===== config.mk =====
export PLATFORM = sky130hd
export DESIGN_NAME = curvature_drive_mixer_unit
export DESIGN_NICKNAME = d
export VERILOG_FILES = /design/src/design/cdm_pkg.sv /design/src/design/curvature_drive_mixer_unit.sv /design/src/design/cdm_ctrl.sv /design/src/design/cdm_dp.sv
export SDC_FILE = /design/constraint.sdc
export NUM_CORES = 2
export LEC_CHECK = 0
export BUFFER_PORTS_ARGS = -buffer_cell sky130_fd_sc_hd__buf_4
export CAP_MARGIN = 20
export CORE_MARGIN = 3
export CORE_UTILIZATION = 43
export DETAILED_ROUTE_END_ITERATION = 16
export HOLD_SLACK_MARGIN = 0.02
export PLACE_DENSITY = 0.66
export SKIP_LAST_GASP = 1
export SLEW_MARGIN = 30
export SYNTH_ARGS = -nofsm -noshare
export SYNTH_HDL_FRONTEND = slang
export SYNTH_HIERARCHICAL = 1
export SYNTH_SLANG_ARGS = --single-unit

===== constraint.sdc =====
create_clock -name clk -period 13.8 [get_ports clk]
set_input_delay 2.07 -clock clk [delete_from_list [all_inputs] [get_ports clk]]
set_output_delay 2.07 -clock clk [all_outputs]
set_load 0.01 [all_outputs]

===== src/design/cdm_pkg.sv =====
// Shared types, fixed-point constants and rounding helpers for the curvature drive mixer.
// Used by the controller, the datapath and the top level.
package cdm_pkg;

	localparam int FRAC = 14;
	localparam int ONE = 1 << FRAC;
	localparam int K065 = (65 * ONE + 50) / 100;
	localparam int K020 = (ONE + 2) / 5;
	localparam int K010 = (ONE + 5) / 10;
	localparam int KINV6 = (ONE + 3) / 6;
	localparam int KINV120 = (ONE + 60) / 120;

	localparam int DATA_W = 16;
	localparam int CFG_W = 18;
	localparam int ADDR_W = 3;
	localparam int PROD_W = 48;

	typedef enum logic [ADDR_W-1:0] {
		REG_DEADBAND = 3'd0,
		REG_DB_GAIN  = 3'd1,
		REG_LOW_SENS = 3'd2,
		REG_HIGH_SENS = 3'd3,
		REG_ANGLE    = 3'd4,
		REG_GAIN     = 3'd5
	} reg_idx_t;

	typedef enum logic [3:0] {
		OP_DB_T, OP_DB_S, OP_X, OP_X2, OP_X3, OP_X5, OP_T6, OP_T120,
		OP_G, OP_INERT, OP_Q1, OP_Q2, OP_A1, OP_A2, OP_MIX
	} op_t;

	typedef struct packed {
		logic load;
		op_t  op;
		logic wb;
		logic mix;
	} cmd_t;

	typedef struct packed {
		logic quick;
		logic thr_small;
	} status_t;

	// Rounding right shift, ties away from zero.
	function automatic logic signed [PROD_W-1:0] rsh_frac(input logic signed [PROD_W-1:0] v);
		logic [PROD_W-1:0] mag;
		logic [PROD_W-1:0] r;
		mag = v[PROD_W-1] ? PROD_W'(-v) : PROD_W'(v);
		r = (mag + (PROD_W'(1) << (FRAC - 1))) >> FRAC;
		return v[PROD_W-1] ? -$signed(r) : $signed(r);
	endfunction

	function automatic logic signed [PROD_W-1:0] rsh1(input logic signed [PROD_W-1:0] v);
		logic [PROD_W-1:0] mag;
		logic [PROD_W-1:0] r;
		mag = v[PROD_W-1] ? PROD_W'(-v) : PROD_W'(v);
		r = (mag + PROD_W'(1)) >> 1;
		return v[PROD_W-1] ? -$signed(r) : $signed(r);
	endfunction

endpackage


===== src/design/curvature_drive_mixer_unit.sv =====
// Top level of the curvature drive mixer: stream ports, configuration port,
// controller and datapath. Depends on cdm_pkg, cdm_ctrl and cdm_dp.
//
// Each drive command runs as multiply-and-round steps on the single
// shared multiplier, a multiply then a write-back each: ten always run,
// plus two for the quick-turn filter (small throttle) or sensitivity
// scaling (no quick turn), then the mix, held while the output register
// is full. One command is in flight at a time; a new one is accepted
// while a result waits. Configuration may be written only while idle.
module curvature_drive_mixer_unit (
	input  logic                         clk,
	input  logic                         arst_n,
	input  logic                         cfg_we,
	input  logic [cdm_pkg::ADDR_W-1:0]   cfg_addr,
	input  logic [cdm_pkg::CFG_W-1:0]    cfg_data,
	input  logic                         s_tvalid,
	output logic                         s_tready,
	input  logic [2*cdm_pkg::DATA_W-1:0] s_tdata,  // throttle, steer
	input  logic [1:0]                   s_tuser,  // quick_turn, high_gear
	output logic                         m_tvalid,
	input  logic                         m_tready,
	output logic [2*cdm_pkg::DATA_W-1:0] m_tdata   // left_drive, right_drive
);
	import cdm_pkg::*;

	cmd_t    cmd;
	status_t status;

	cdm_ctrl u_ctrl (
		.clk(clk), .arst_n(arst_n),
		.s_tvalid(s_tvalid), .s_tready(s_tready),
		.m_tvalid(m_tvalid), .m_tready(m_tready),
		.status(status), .cmd(cmd)
	);

	cdm_dp u_dp (
		.clk(clk), .arst_n(arst_n),
		.cfg_we(cfg_we), .cfg_addr(cfg_addr), .cfg_data(cfg_data),
		.in_data(s_tdata), .in_user(s_tuser),
		.cmd(cmd), .status(status), .out_data(m_tdata)
	);

	a_out_range: assert property (@(posedge clk) disable iff (!arst_n)
		m_tvalid |-> ($signed(m_tdata[15:0]) <= 16'sd16384 &&
			$signed(m_tdata[15:0]) >= -16'sd16384 &&
			$signed(m_tdata[31:16]) <= 16'sd16384 &&
			$signed(m_tdata[31:16]) >= -16'sd16384))
		else $error("drive result outside plus or minus one");

	a_busy_after_accept: assert property (@(posedge clk) disable iff (!arst_n)
		(s_tvalid && s_tready) |=> !s_tready)
		else $error("input accepted while a command is in progress");

	a_result_from_work: assert property (@(posedge clk) disable iff (!arst_n)
		$rose(m_tvalid) |-> $past(!s_tready))
		else $error("result appeared without a command in progress");

endmodule


===== src/design/cdm_ctrl.sv =====
// Sequencer for the curvature drive mixer: steps the shared multiplier through
// its operations and owns the stream handshakes. Depends on cdm_pkg.
module cdm_ctrl (
	input  logic             clk,
	input  logic             arst_n,
	input  logic             s_tvalid,
	output logic             s_tready,
	output logic             m_tvalid,
	input  logic             m_tready,
	input  cdm_pkg::status_t status,
	output cdm_pkg::cmd_t    cmd
);
	import cdm_pkg::*;

	typedef enum logic [1:0] {S_IDLE, S_RUN, S_MIX} state_t;

	state_t state_q;
	op_t    op_q;
	logic   wb_q;
	op_t    next_op;
	logic   mix_go;

	assign s_tready = (state_q == S_IDLE);
	assign mix_go = (state_q == S_MIX) && (!m_tvalid || m_tready);

	always_comb begin
		unique case (op_q)
			OP_DB_T:  next_op = OP_DB_S;
			OP_DB_S:  next_op = OP_X;
			OP_X:     next_op = OP_X2;
			OP_X2:    next_op = OP_X3;
			OP_X3:    next_op = OP_X5;
			OP_X5:    next_op = OP_T6;
			OP_T6:    next_op = OP_T120;
			OP_T120:  next_op = OP_G;
			OP_G:     next_op = OP_INERT;
			OP_INERT: next_op = status.quick ? (status.thr_small ? OP_Q1 : OP_MIX) : OP_A1;
			OP_Q1:    next_op = OP_Q2;
			OP_A1:    next_op = OP_A2;
			default:  next_op = OP_MIX;
		endcase
	end

	always_comb begin
		cmd.load = s_tvalid && s_tready;
		cmd.op = op_q;
		cmd.wb = wb_q && (state_q == S_RUN);
		cmd.mix = mix_go;
	end

	always_ff @(posedge clk or negedge arst_n) begin
		if (!arst_n) begin
			state_q <= S_IDLE;
			op_q <= OP_DB_T;
			wb_q <= 1'b0;
			m_tvalid <= 1'b0;
		end else begin
			if (m_tvalid && m_tready) m_tvalid <= 1'b0;
			unique case (state_q)
				S_IDLE: begin
					if (s_tvalid) begin
						op_q <= OP_DB_T;
						wb_q <= 1'b0;
						state_q <= S_RUN;
					end
				end
				S_RUN: begin
					if (!wb_q) begin
						wb_q <= 1'b1;
					end else begin
						wb_q <= 1'b0;
						op_q <= next_op;
						if (next_op == OP_MIX) state_q <= S_MIX;
					end
				end
				S_MIX: begin
					if (mix_go) begin
						m_tvalid <= 1'b1;
						state_q <= S_IDLE;
					end
				end
				default: state_q <= S_IDLE;
			endcase
		end
	end

endmodule


===== src/design/cdm_dp.sv =====
// Datapath of the curvature drive mixer: configuration registers, state,
// one shared multiplier with accumulate and rounding, and the final mixer.
// Depends on cdm_pkg.
module cdm_dp (
	input  logic                         clk,
	input  logic                         arst_n,
	input  logic                         cfg_we,
	input  logic [cdm_pkg::ADDR_W-1:0]   cfg_addr,
	input  logic [cdm_pkg::CFG_W-1:0]    cfg_data,
	input  logic [2*cdm_pkg::DATA_W-1:0] in_data,
	input  logic [1:0]                   in_user,
	input  cdm_pkg::cmd_t                cmd,
	output cdm_pkg::status_t             status,
	output logic [2*cdm_pkg::DATA_W-1:0] out_data
);
	import cdm_pkg::*;

	logic [13:0] deadband_q;
	logic [14:0] db_gain_q, low_sens_q, high_sens_q, angle_q;
	logic [17:0] gain_q;

	logic signed [15:0] prev_q;
	logic signed [21:0] ia_q;
	logic signed [17:0] qs_q;

	logic signed [15:0] thr_c_q, trn_c_q, thr_q, trn_q;
	logic quick_q, high_q;
	logic signed [17:0] ninert_q, x_q, x2_q;
	logic signed [18:0] x3_q, t6_q, s_q;
	logic signed [20:0] x5_q, sh_q;
	logic signed [23:0] trn2_q, t_q;
	logic signed [25:0] ang_q;
	logic signed [PROD_W-1:0] prod_q;
	logic signed [15:0] left_q, right_q;

	logic signed [24:0] mul_a;
	logic signed [19:0] mul_b;
	logic acc_en;
	logic signed [PROD_W-1:0] rnd;
	logic [15:0] mag_thr, mag_trn, mag_cur;
	logic db_zero;
	logic signed [PROD_W-1:0] db_r;
	logic signed [15:0] db_val, db_src;
	logic [4:0] halves;
	logic signed [23:0] ia_sum;
	logic signed [21:0] ia_new;
	logic signed [15:0] lim;
	logic signed [PROD_W-1:0] q_r;
	logic signed [26:0] lft, rgt;
	logic signed [15:0] in_thr, in_trn;

	assign in_thr = $signed(in_data[15:0]);
	assign in_trn = $signed(in_data[31:16]);
	assign mag_thr = thr_q[15] ? 16'(-thr_q) : 16'(thr_q);
	assign mag_trn = trn_q[15] ? 16'(-trn_q) : 16'(trn_q);
	assign status.quick = quick_q;
	assign status.thr_small = (mag_thr < 16'(K020));
	assign out_data = {right_q, left_q};

	function automatic logic signed [15:0] clamp_one(input logic signed [15:0] v);
		if (v > 16'sd16384) return 16'(ONE);
		if (v < -16'sd16384) return 16'(-ONE);
		return v;
	endfunction

	always_comb begin
		if (trn2_q > 24'sd16384) lim = 16'(ONE);
		else if (trn2_q < -24'sd16384) lim = 16'(-ONE);
		else lim = trn2_q[15:0];
	end

	// Gear and direction dependent inertia scalar, in halves.
	always_comb begin
		if (high_q) halves = 5'd10;
		else if ((sh_q > 0 && ninert_q > 0) || (sh_q < 0 && ninert_q < 0)) halves = 5'd5;
		else if ((sh_q[20] ? -sh_q : sh_q) > 21'sd10650) halves = 5'd10;
		else halves = 5'd6;
	end

	always_comb begin
		db_src = (cmd.op == OP_DB_T) ? thr_c_q : trn_c_q;
		mag_cur = db_src[15] ? 16'(-db_src) : 16'(db_src);
	end

	always_comb begin
		mul_a = '0;
		mul_b = '0;
		acc_en = 1'b0;
		case (cmd.op)
			OP_DB_T, OP_DB_S: begin
				mul_a = 25'($signed({1'b0, mag_cur}) - $signed({3'b0, deadband_q}));
				mul_b = 20'($signed({1'b0, db_gain_q}));
			end
			OP_X: begin
				mul_a = 25'($signed({1'b0, angle_q}));
				mul_b = 20'($signed({1'b0, mag_trn}));
			end
			OP_X2: begin mul_a = 25'(x_q); mul_b = 20'(x_q); end
			OP_X3: begin mul_a = 25'(x2_q); mul_b = 20'(x_q); end
			OP_X5: begin mul_a = 25'(x3_q); mul_b = 20'(x2_q); end
			OP_T6: begin mul_a = 25'(x3_q); mul_b = 20'(KINV6); end
			OP_T120: begin mul_a = 25'(x5_q); mul_b = 20'(KINV120); end
			OP_G: begin mul_a = 25'(s_q); mul_b = 20'($signed({1'b0, gain_q})); end
			OP_INERT: begin mul_a = 25'(ninert_q); mul_b = 20'($signed({1'b0, halves})); end
			OP_Q1: begin mul_a = 25'(qs_q); mul_b = 20'(ONE - K010); end
			OP_Q2: begin mul_a = 25'(lim); mul_b = 20'(5 * K010); acc_en = 1'b1; end
			OP_A1: begin mul_a = 25'(trn2_q); mul_b = 20'($signed(mag_thr)); end
			OP_A2: begin
				mul_a = 25'(t_q);
				mul_b = 20'($signed({1'b0, high_q ? high_sens_q : low_sens_q}));
			end
			default: ;
		endcase
	end

	always_comb begin
		rnd = rsh_frac(prod_q);
		db_zero = (mag_cur <= {2'b0, deadband_q});
		db_r = (rnd > PROD_W'(ONE)) ? PROD_W'(ONE) : rnd;
		db_val = db_zero ? 16'sd0 : (db_src[15] ? -16'(db_r) : 16'(db_r));
		ia_sum = 24'(ia_q) + 24'(rsh1(prod_q));
		if (ia_sum > 24'sd2097151) ia_new = 22'sd2097151;
		else if (ia_sum < -24'sd2097152) ia_new = -22'sd2097152;
		else ia_new = ia_sum[21:0];
		q_r = rnd;
	end

	always_comb begin
		lft = 27'(thr_q) - 27'(ang_q);
		rgt = 27'(thr_q) + 27'(ang_q);
		if (lft > 27'(ONE)) begin
			if (quick_q) rgt = rgt - (lft - 27'(ONE));
			lft = 27'(ONE);
		end else if (rgt > 27'(ONE)) begin
			if (quick_q) lft = lft - (rgt - 27'(ONE));
			rgt = 27'(ONE);
		end else if (lft < -27'(ONE)) begin
			if (quick_q) rgt = rgt + (-lft - 27'(ONE));
			lft = -27'(ONE);
		end else if (rgt < -27'(ONE)) begin
			if (quick_q) lft = lft + (-rgt - 27'(ONE));
			rgt = -27'(ONE);
		end
		if (lft > 27'(ONE)) lft = 27'(ONE);
		else if (lft < -27'(ONE)) lft = -27'(ONE);
		if (rgt > 27'(ONE)) rgt = 27'(ONE);
		else if (rgt < -27'(ONE)) rgt = -27'(ONE);
	end

	// Configuration and carried state.
	always_ff @(posedge clk or negedge arst_n) begin
		if (!arst_n) begin
			deadband_q <= 14'd328;
			db_gain_q <= 15'd16718;
			low_sens_q <= 15'd16384;
			high_sens_q <= 15'd16384;
			angle_q <= 15'd25736;
			gain_q <= 18'd16384;
			prev_q <= '0;
			ia_q <= '0;
			qs_q <= '0;
		end else begin
			if (cfg_we) begin
				unique case (cfg_addr)
					REG_DEADBAND:  deadband_q <= cfg_data[13:0];
					REG_DB_GAIN:   db_gain_q <= cfg_data[14:0];
					REG_LOW_SENS:  low_sens_q <= cfg_data[14:0];
					REG_HIGH_SENS: high_sens_q <= cfg_data[14:0];
					REG_ANGLE:     angle_q <= cfg_data[14:0];
					REG_GAIN:      gain_q <= cfg_data;
					default: ;
				endcase
			end
			if (cmd.wb) begin
				case (cmd.op)
					OP_DB_S: prev_q <= db_val;
					OP_INERT: begin
						if (ia_new > 22'sd16384) ia_q <= ia_new - 22'sd16384;
						else if (ia_new < -22'sd16384) ia_q <= ia_new + 22'sd16384;
						else ia_q <= '0;
					end
					OP_Q2: begin
						if (q_r > 48'sd131071) qs_q <= 18'sd131071;
						else if (q_r < -48'sd131072) qs_q <= -18'sd131072;
						else qs_q <= q_r[17:0];
					end
					OP_A2: begin
						if (qs_q > 18'sd16384) qs_q <= qs_q - 18'sd16384;
						else if (qs_q < -18'sd16384) qs_q <= qs_q + 18'sd16384;
						else qs_q <= '0;
					end
					default: ;
				endcase
			end
		end
	end

	// Per-transaction working registers.
	always_ff @(posedge clk) begin
		if (cmd.load) begin
			thr_c_q <= clamp_one(in_thr);
			trn_c_q <= clamp_one(in_trn);
			quick_q <= in_user[0];
			high_q <= in_user[1];
		end
		if (cmd.mix) begin
			left_q <= lft[15:0];
			right_q <= rgt[15:0];
		end
		if (!cmd.wb) begin
			prod_q <= (acc_en ? prod_q : '0) + PROD_W'(mul_a * mul_b);
		end else begin
			case (cmd.op)
				OP_DB_T: thr_q <= db_val;
				OP_DB_S: begin
					trn_q <= db_val;
					ninert_q <= 18'(db_val) - 18'(prev_q);
				end
				OP_X: x_q <= rnd[17:0];
				OP_X2: x2_q <= rnd[17:0];
				OP_X3: x3_q <= rnd[18:0];
				OP_X5: x5_q <= rnd[20:0];
				OP_T6: t6_q <= rnd[18:0];
				OP_T120: s_q <= 19'(x_q) - t6_q + rnd[18:0];
				OP_G: sh_q <= trn_q[15] ? -rnd[20:0] : rnd[20:0];
				OP_INERT: begin
					trn2_q <= 24'(sh_q) + 24'(ia_new);
					ang_q <= 26'(24'(sh_q) + 24'(ia_new));
				end
				OP_A1: t_q <= rnd[23:0];
				OP_A2: ang_q <= rnd[25:0] - 26'(qs_q);
				default: ;
			endcase
		end
	end

endmodule

==> impl_metrics.json <==
{
  "post-route-period-util": 0.9552,
  "worstHoldStart": "u_dp/prev_q[4]",
  "synth_common_cells": "952 x inv_1, 611 x nand2_1, 582 x nor2_1, 527 x fa_1, 478 x ha_1",
  "cpPeakStageDelay_ns": 0.54,
  "vias_per_cell": 6.001,
  "drt_first_pass_iters": 9,
  "antenna_found_initial": 5,
  "crit_family": "adder cells",
  "drc": 0,
  "setup_slack_ns": 0.6181,
  "worst_slew_pin_slew_ns": 1.082,
  "drt-total-wl_mm": 227.0,
  "die_area_um2": 153600,
  "path_common_cell": "fa_1",
  "path_class": "reg2reg",
  "clock_latency_ns": 0.71,
  "core.rowCount": 140,
  "start_kind": "flop",
  "reg2reg_depth": 55,
  "die_h_um": 391.9,
  "hold_viol": 0,
  "io_buffers": 93,
  "crit_start": "u_dp/sh_q[0]",
  "ys_ff_latch": 527,
  "gp_congestion": 1.011,
  "clock-root-buffer": "clkbuf_16",
  "cts_hold_buf": 0,
  "synth.top_cell.area_share": 0.1740,
  "tritoncts_num_sinks": 527,
  "cts_buffers": 58,
  "yosys_warnings": 6,
  "regToRegEndpoint": "u_dp/prod_q[46]",
  "fmax_ghz": 0.07586,
  "cp.required_ns": 14.24,
  "yosys.area.top_type": "edfxtp_1",
  "arrival_ns": 13.62,
  "fillers": 13810,
  "core_area_um2": 146800,
  "stdcell_area_um2": 72210,
  "synth_edf_count": 371,
  "setup.worst_path.end_class": "flop",
  "yosysUniqueCellTypes": 108,
  "io_pins": 94,
  "endpoint": "u_dp/prod_q[46]",
  "first_iter_violations": 6069,
  "grt_pass1_vias": 56190,
  "path_clk_slew_ns": 0.06,
  "syn_avg_cell_area_um2": 8.831,
  "yosysSeqAreaShare": 0.2353,
  "finalClockSkew_ns": 0.07819,
  "grt_max_degree": 99,
  "ant_nets": 0,
  "place_area_um2": 69410,
  "cp_max_fo": 5,
  "synthArstFlopShare": 0.2960,
  "r2r-start": "u_dp/sh_q[0]",
  "area_delta_synth_final_pct": 12.77,
  "status": "completed",
  "place_ws_ns": -0.3452,
  "hold_path_class": "reg2reg",
  "slew_headroom": 0.2729,
  "period_minus_slack_ns": 13.18,
  "cts_max_path_buffers": 3,
  "initial_core_util": 0.4362,
  "nets": 8606,
  "wl_per_cell_um": 23.86,
  "synth.most_common_cell": "inv_1",
  "die_w_um": 391.9,
  "grt.total_usage": 0.2918,
  "fin_setup_tns_ns": 0,
  "setup_violations": 0,
  "path_depth": 55,
  "syn_nets": 8316,
  "syn_area_um2": 64040,
  "drive_gt1_frac": 0.1290,
  "cp.buffers_inverters": 10,
  "dp_hpwl_mm": 183.9,
  "cap_violations": 0,
  "synth.area.top_cells": "edfxtp_1 17%, fa_1 16%, ha_1 9.3%",
  "ys.flop_type": "edfxtp_1",
  "ff2ff_setup_slack_ns": 0.62,
  "final_max_slew_viol_count": 0,
  "grt_pass1_wl_mm": 341.8,
  "htree_levels": 2,
  "worst_path_max_delay_cell": "fa_1",
  "cts_tree": "built",
  "vias": 57080,
  "netlist_instances": 7251,
  "grt_remaining_overflow": 0
}
## cells in the final DEF (no fill, tap or decap), types with 132 or more instances in the layout
cell type | Yosys | final
a21oi_1 | 344 | 326
and2_1 | 133 | 133
buf_4 | 3 | 507
dfrtp_1 | 139 | 139
edfxtp_1 | 371 | 371
fa_1 | 527 | 522
ha_1 | 478 | 469
inv_1 | 952 | 944
nand2_1 | 611 | 606
nand3_1 | 141 | 132
nor2_1 | 582 | 566
nor3_1 | 154 | 139
o21ai_0 | 341 | 316
xnor2_1 | 344 | 340
xor2_1 | 151 | 149
## routing by layer
layer	global-route usage	routed length (µm)	up-vias
met1	0.3797	90040	28100
met3	0.06510	23000	564
met2	0.4588	100700	2651
met5	0	9	-
met4	0.1429	13170	2
li1	-	-	25770
## layout make-up
cell class	instances	area [µm²]	area share
clock buffer	72	1597	0.02211
timing repair buffer	523	4041	0.05596
antenna	6	15.01	0.0002079
inverter	955	3588	0.04969
clock inverter	36	422.9	0.005856
multi-input combinational	5476	45090	0.6243
tap	1917	2399	0.03321
sequential	527	15070	0.2086
## repair_timing
item                                   4_1_cts  5_1_grt
setup endpoints to repair                    5       16
pin swaps                                    6      109
endpoints found under the hold margin        0        0
gates cloned                                 0        0
buffers inserted                             4       25
gates resized for setup                     12      137
## flip-flops by register name, indices dropped and copies added (netlist names), 17 cells and up
name,cells
u_dp/ang_q,26
u_dp/prod_q,48
u_dp/x5_q,21
u_dp/ninert_q,17
u_dp/x_q,18
u_dp/t6_q,19
u_dp/qs_q,18
u_dp/ia_q,22
u_dp/t_q,24
u_dp/x2_q,18
u_dp/sh_q,21
u_dp/s_q,19
u_dp/trn2_q,23
u_dp/x3_q,19
u_dp/gain_q,18
## cells by family after synthesis
kind of cell | share of synthesized area
muxes | 0.02425
xor gates and xnor gates | 0.06796
adders and majority gates | 0.2582
and+or+nand+nor | 0.1703
buffers and inverters | 0.07421
DFF | 0.2353
AOI/OAI and AO/OA | 0.1698
## stage by stage
stage	hold WS (ns)	util	cells
2_1_floorplan	0.4485	-	7251
3_3_place_gp	0.4635	0.4725	9365
3_5_place_dp	0.4694	0.4729	9367
4_1_cts	0.4871	0.4873	9479
5_1_grt	0.5086	0.4919	9508
6_report	0.4904	0.4920	9512
## tightest hold or removal path: cells and delay by family (launching register included)
family / cells / cell delay [ns]
AOI/OAI and AO/OA: 1 / 0.06
DFF: 1 / 0.34
and+or+nand+nor: 1 / 0.05
## worst min-delay path by stage
stage	end	cells past startpoint
floorplan	u_dp/prev_q[10]	2
global placement	u_dp/prev_q[1]	2
detailed placement	u_dp/prev_q[1]	2
CTS	u_dp/prev_q[14]	2
global route	u_dp/prev_q[14]	2
finish	u_dp/prev_q[4]	2
Power is left out: the tool's default activity adds up to more than one toggle a clock period on the data nets, which glitch-free logic cannot reach.
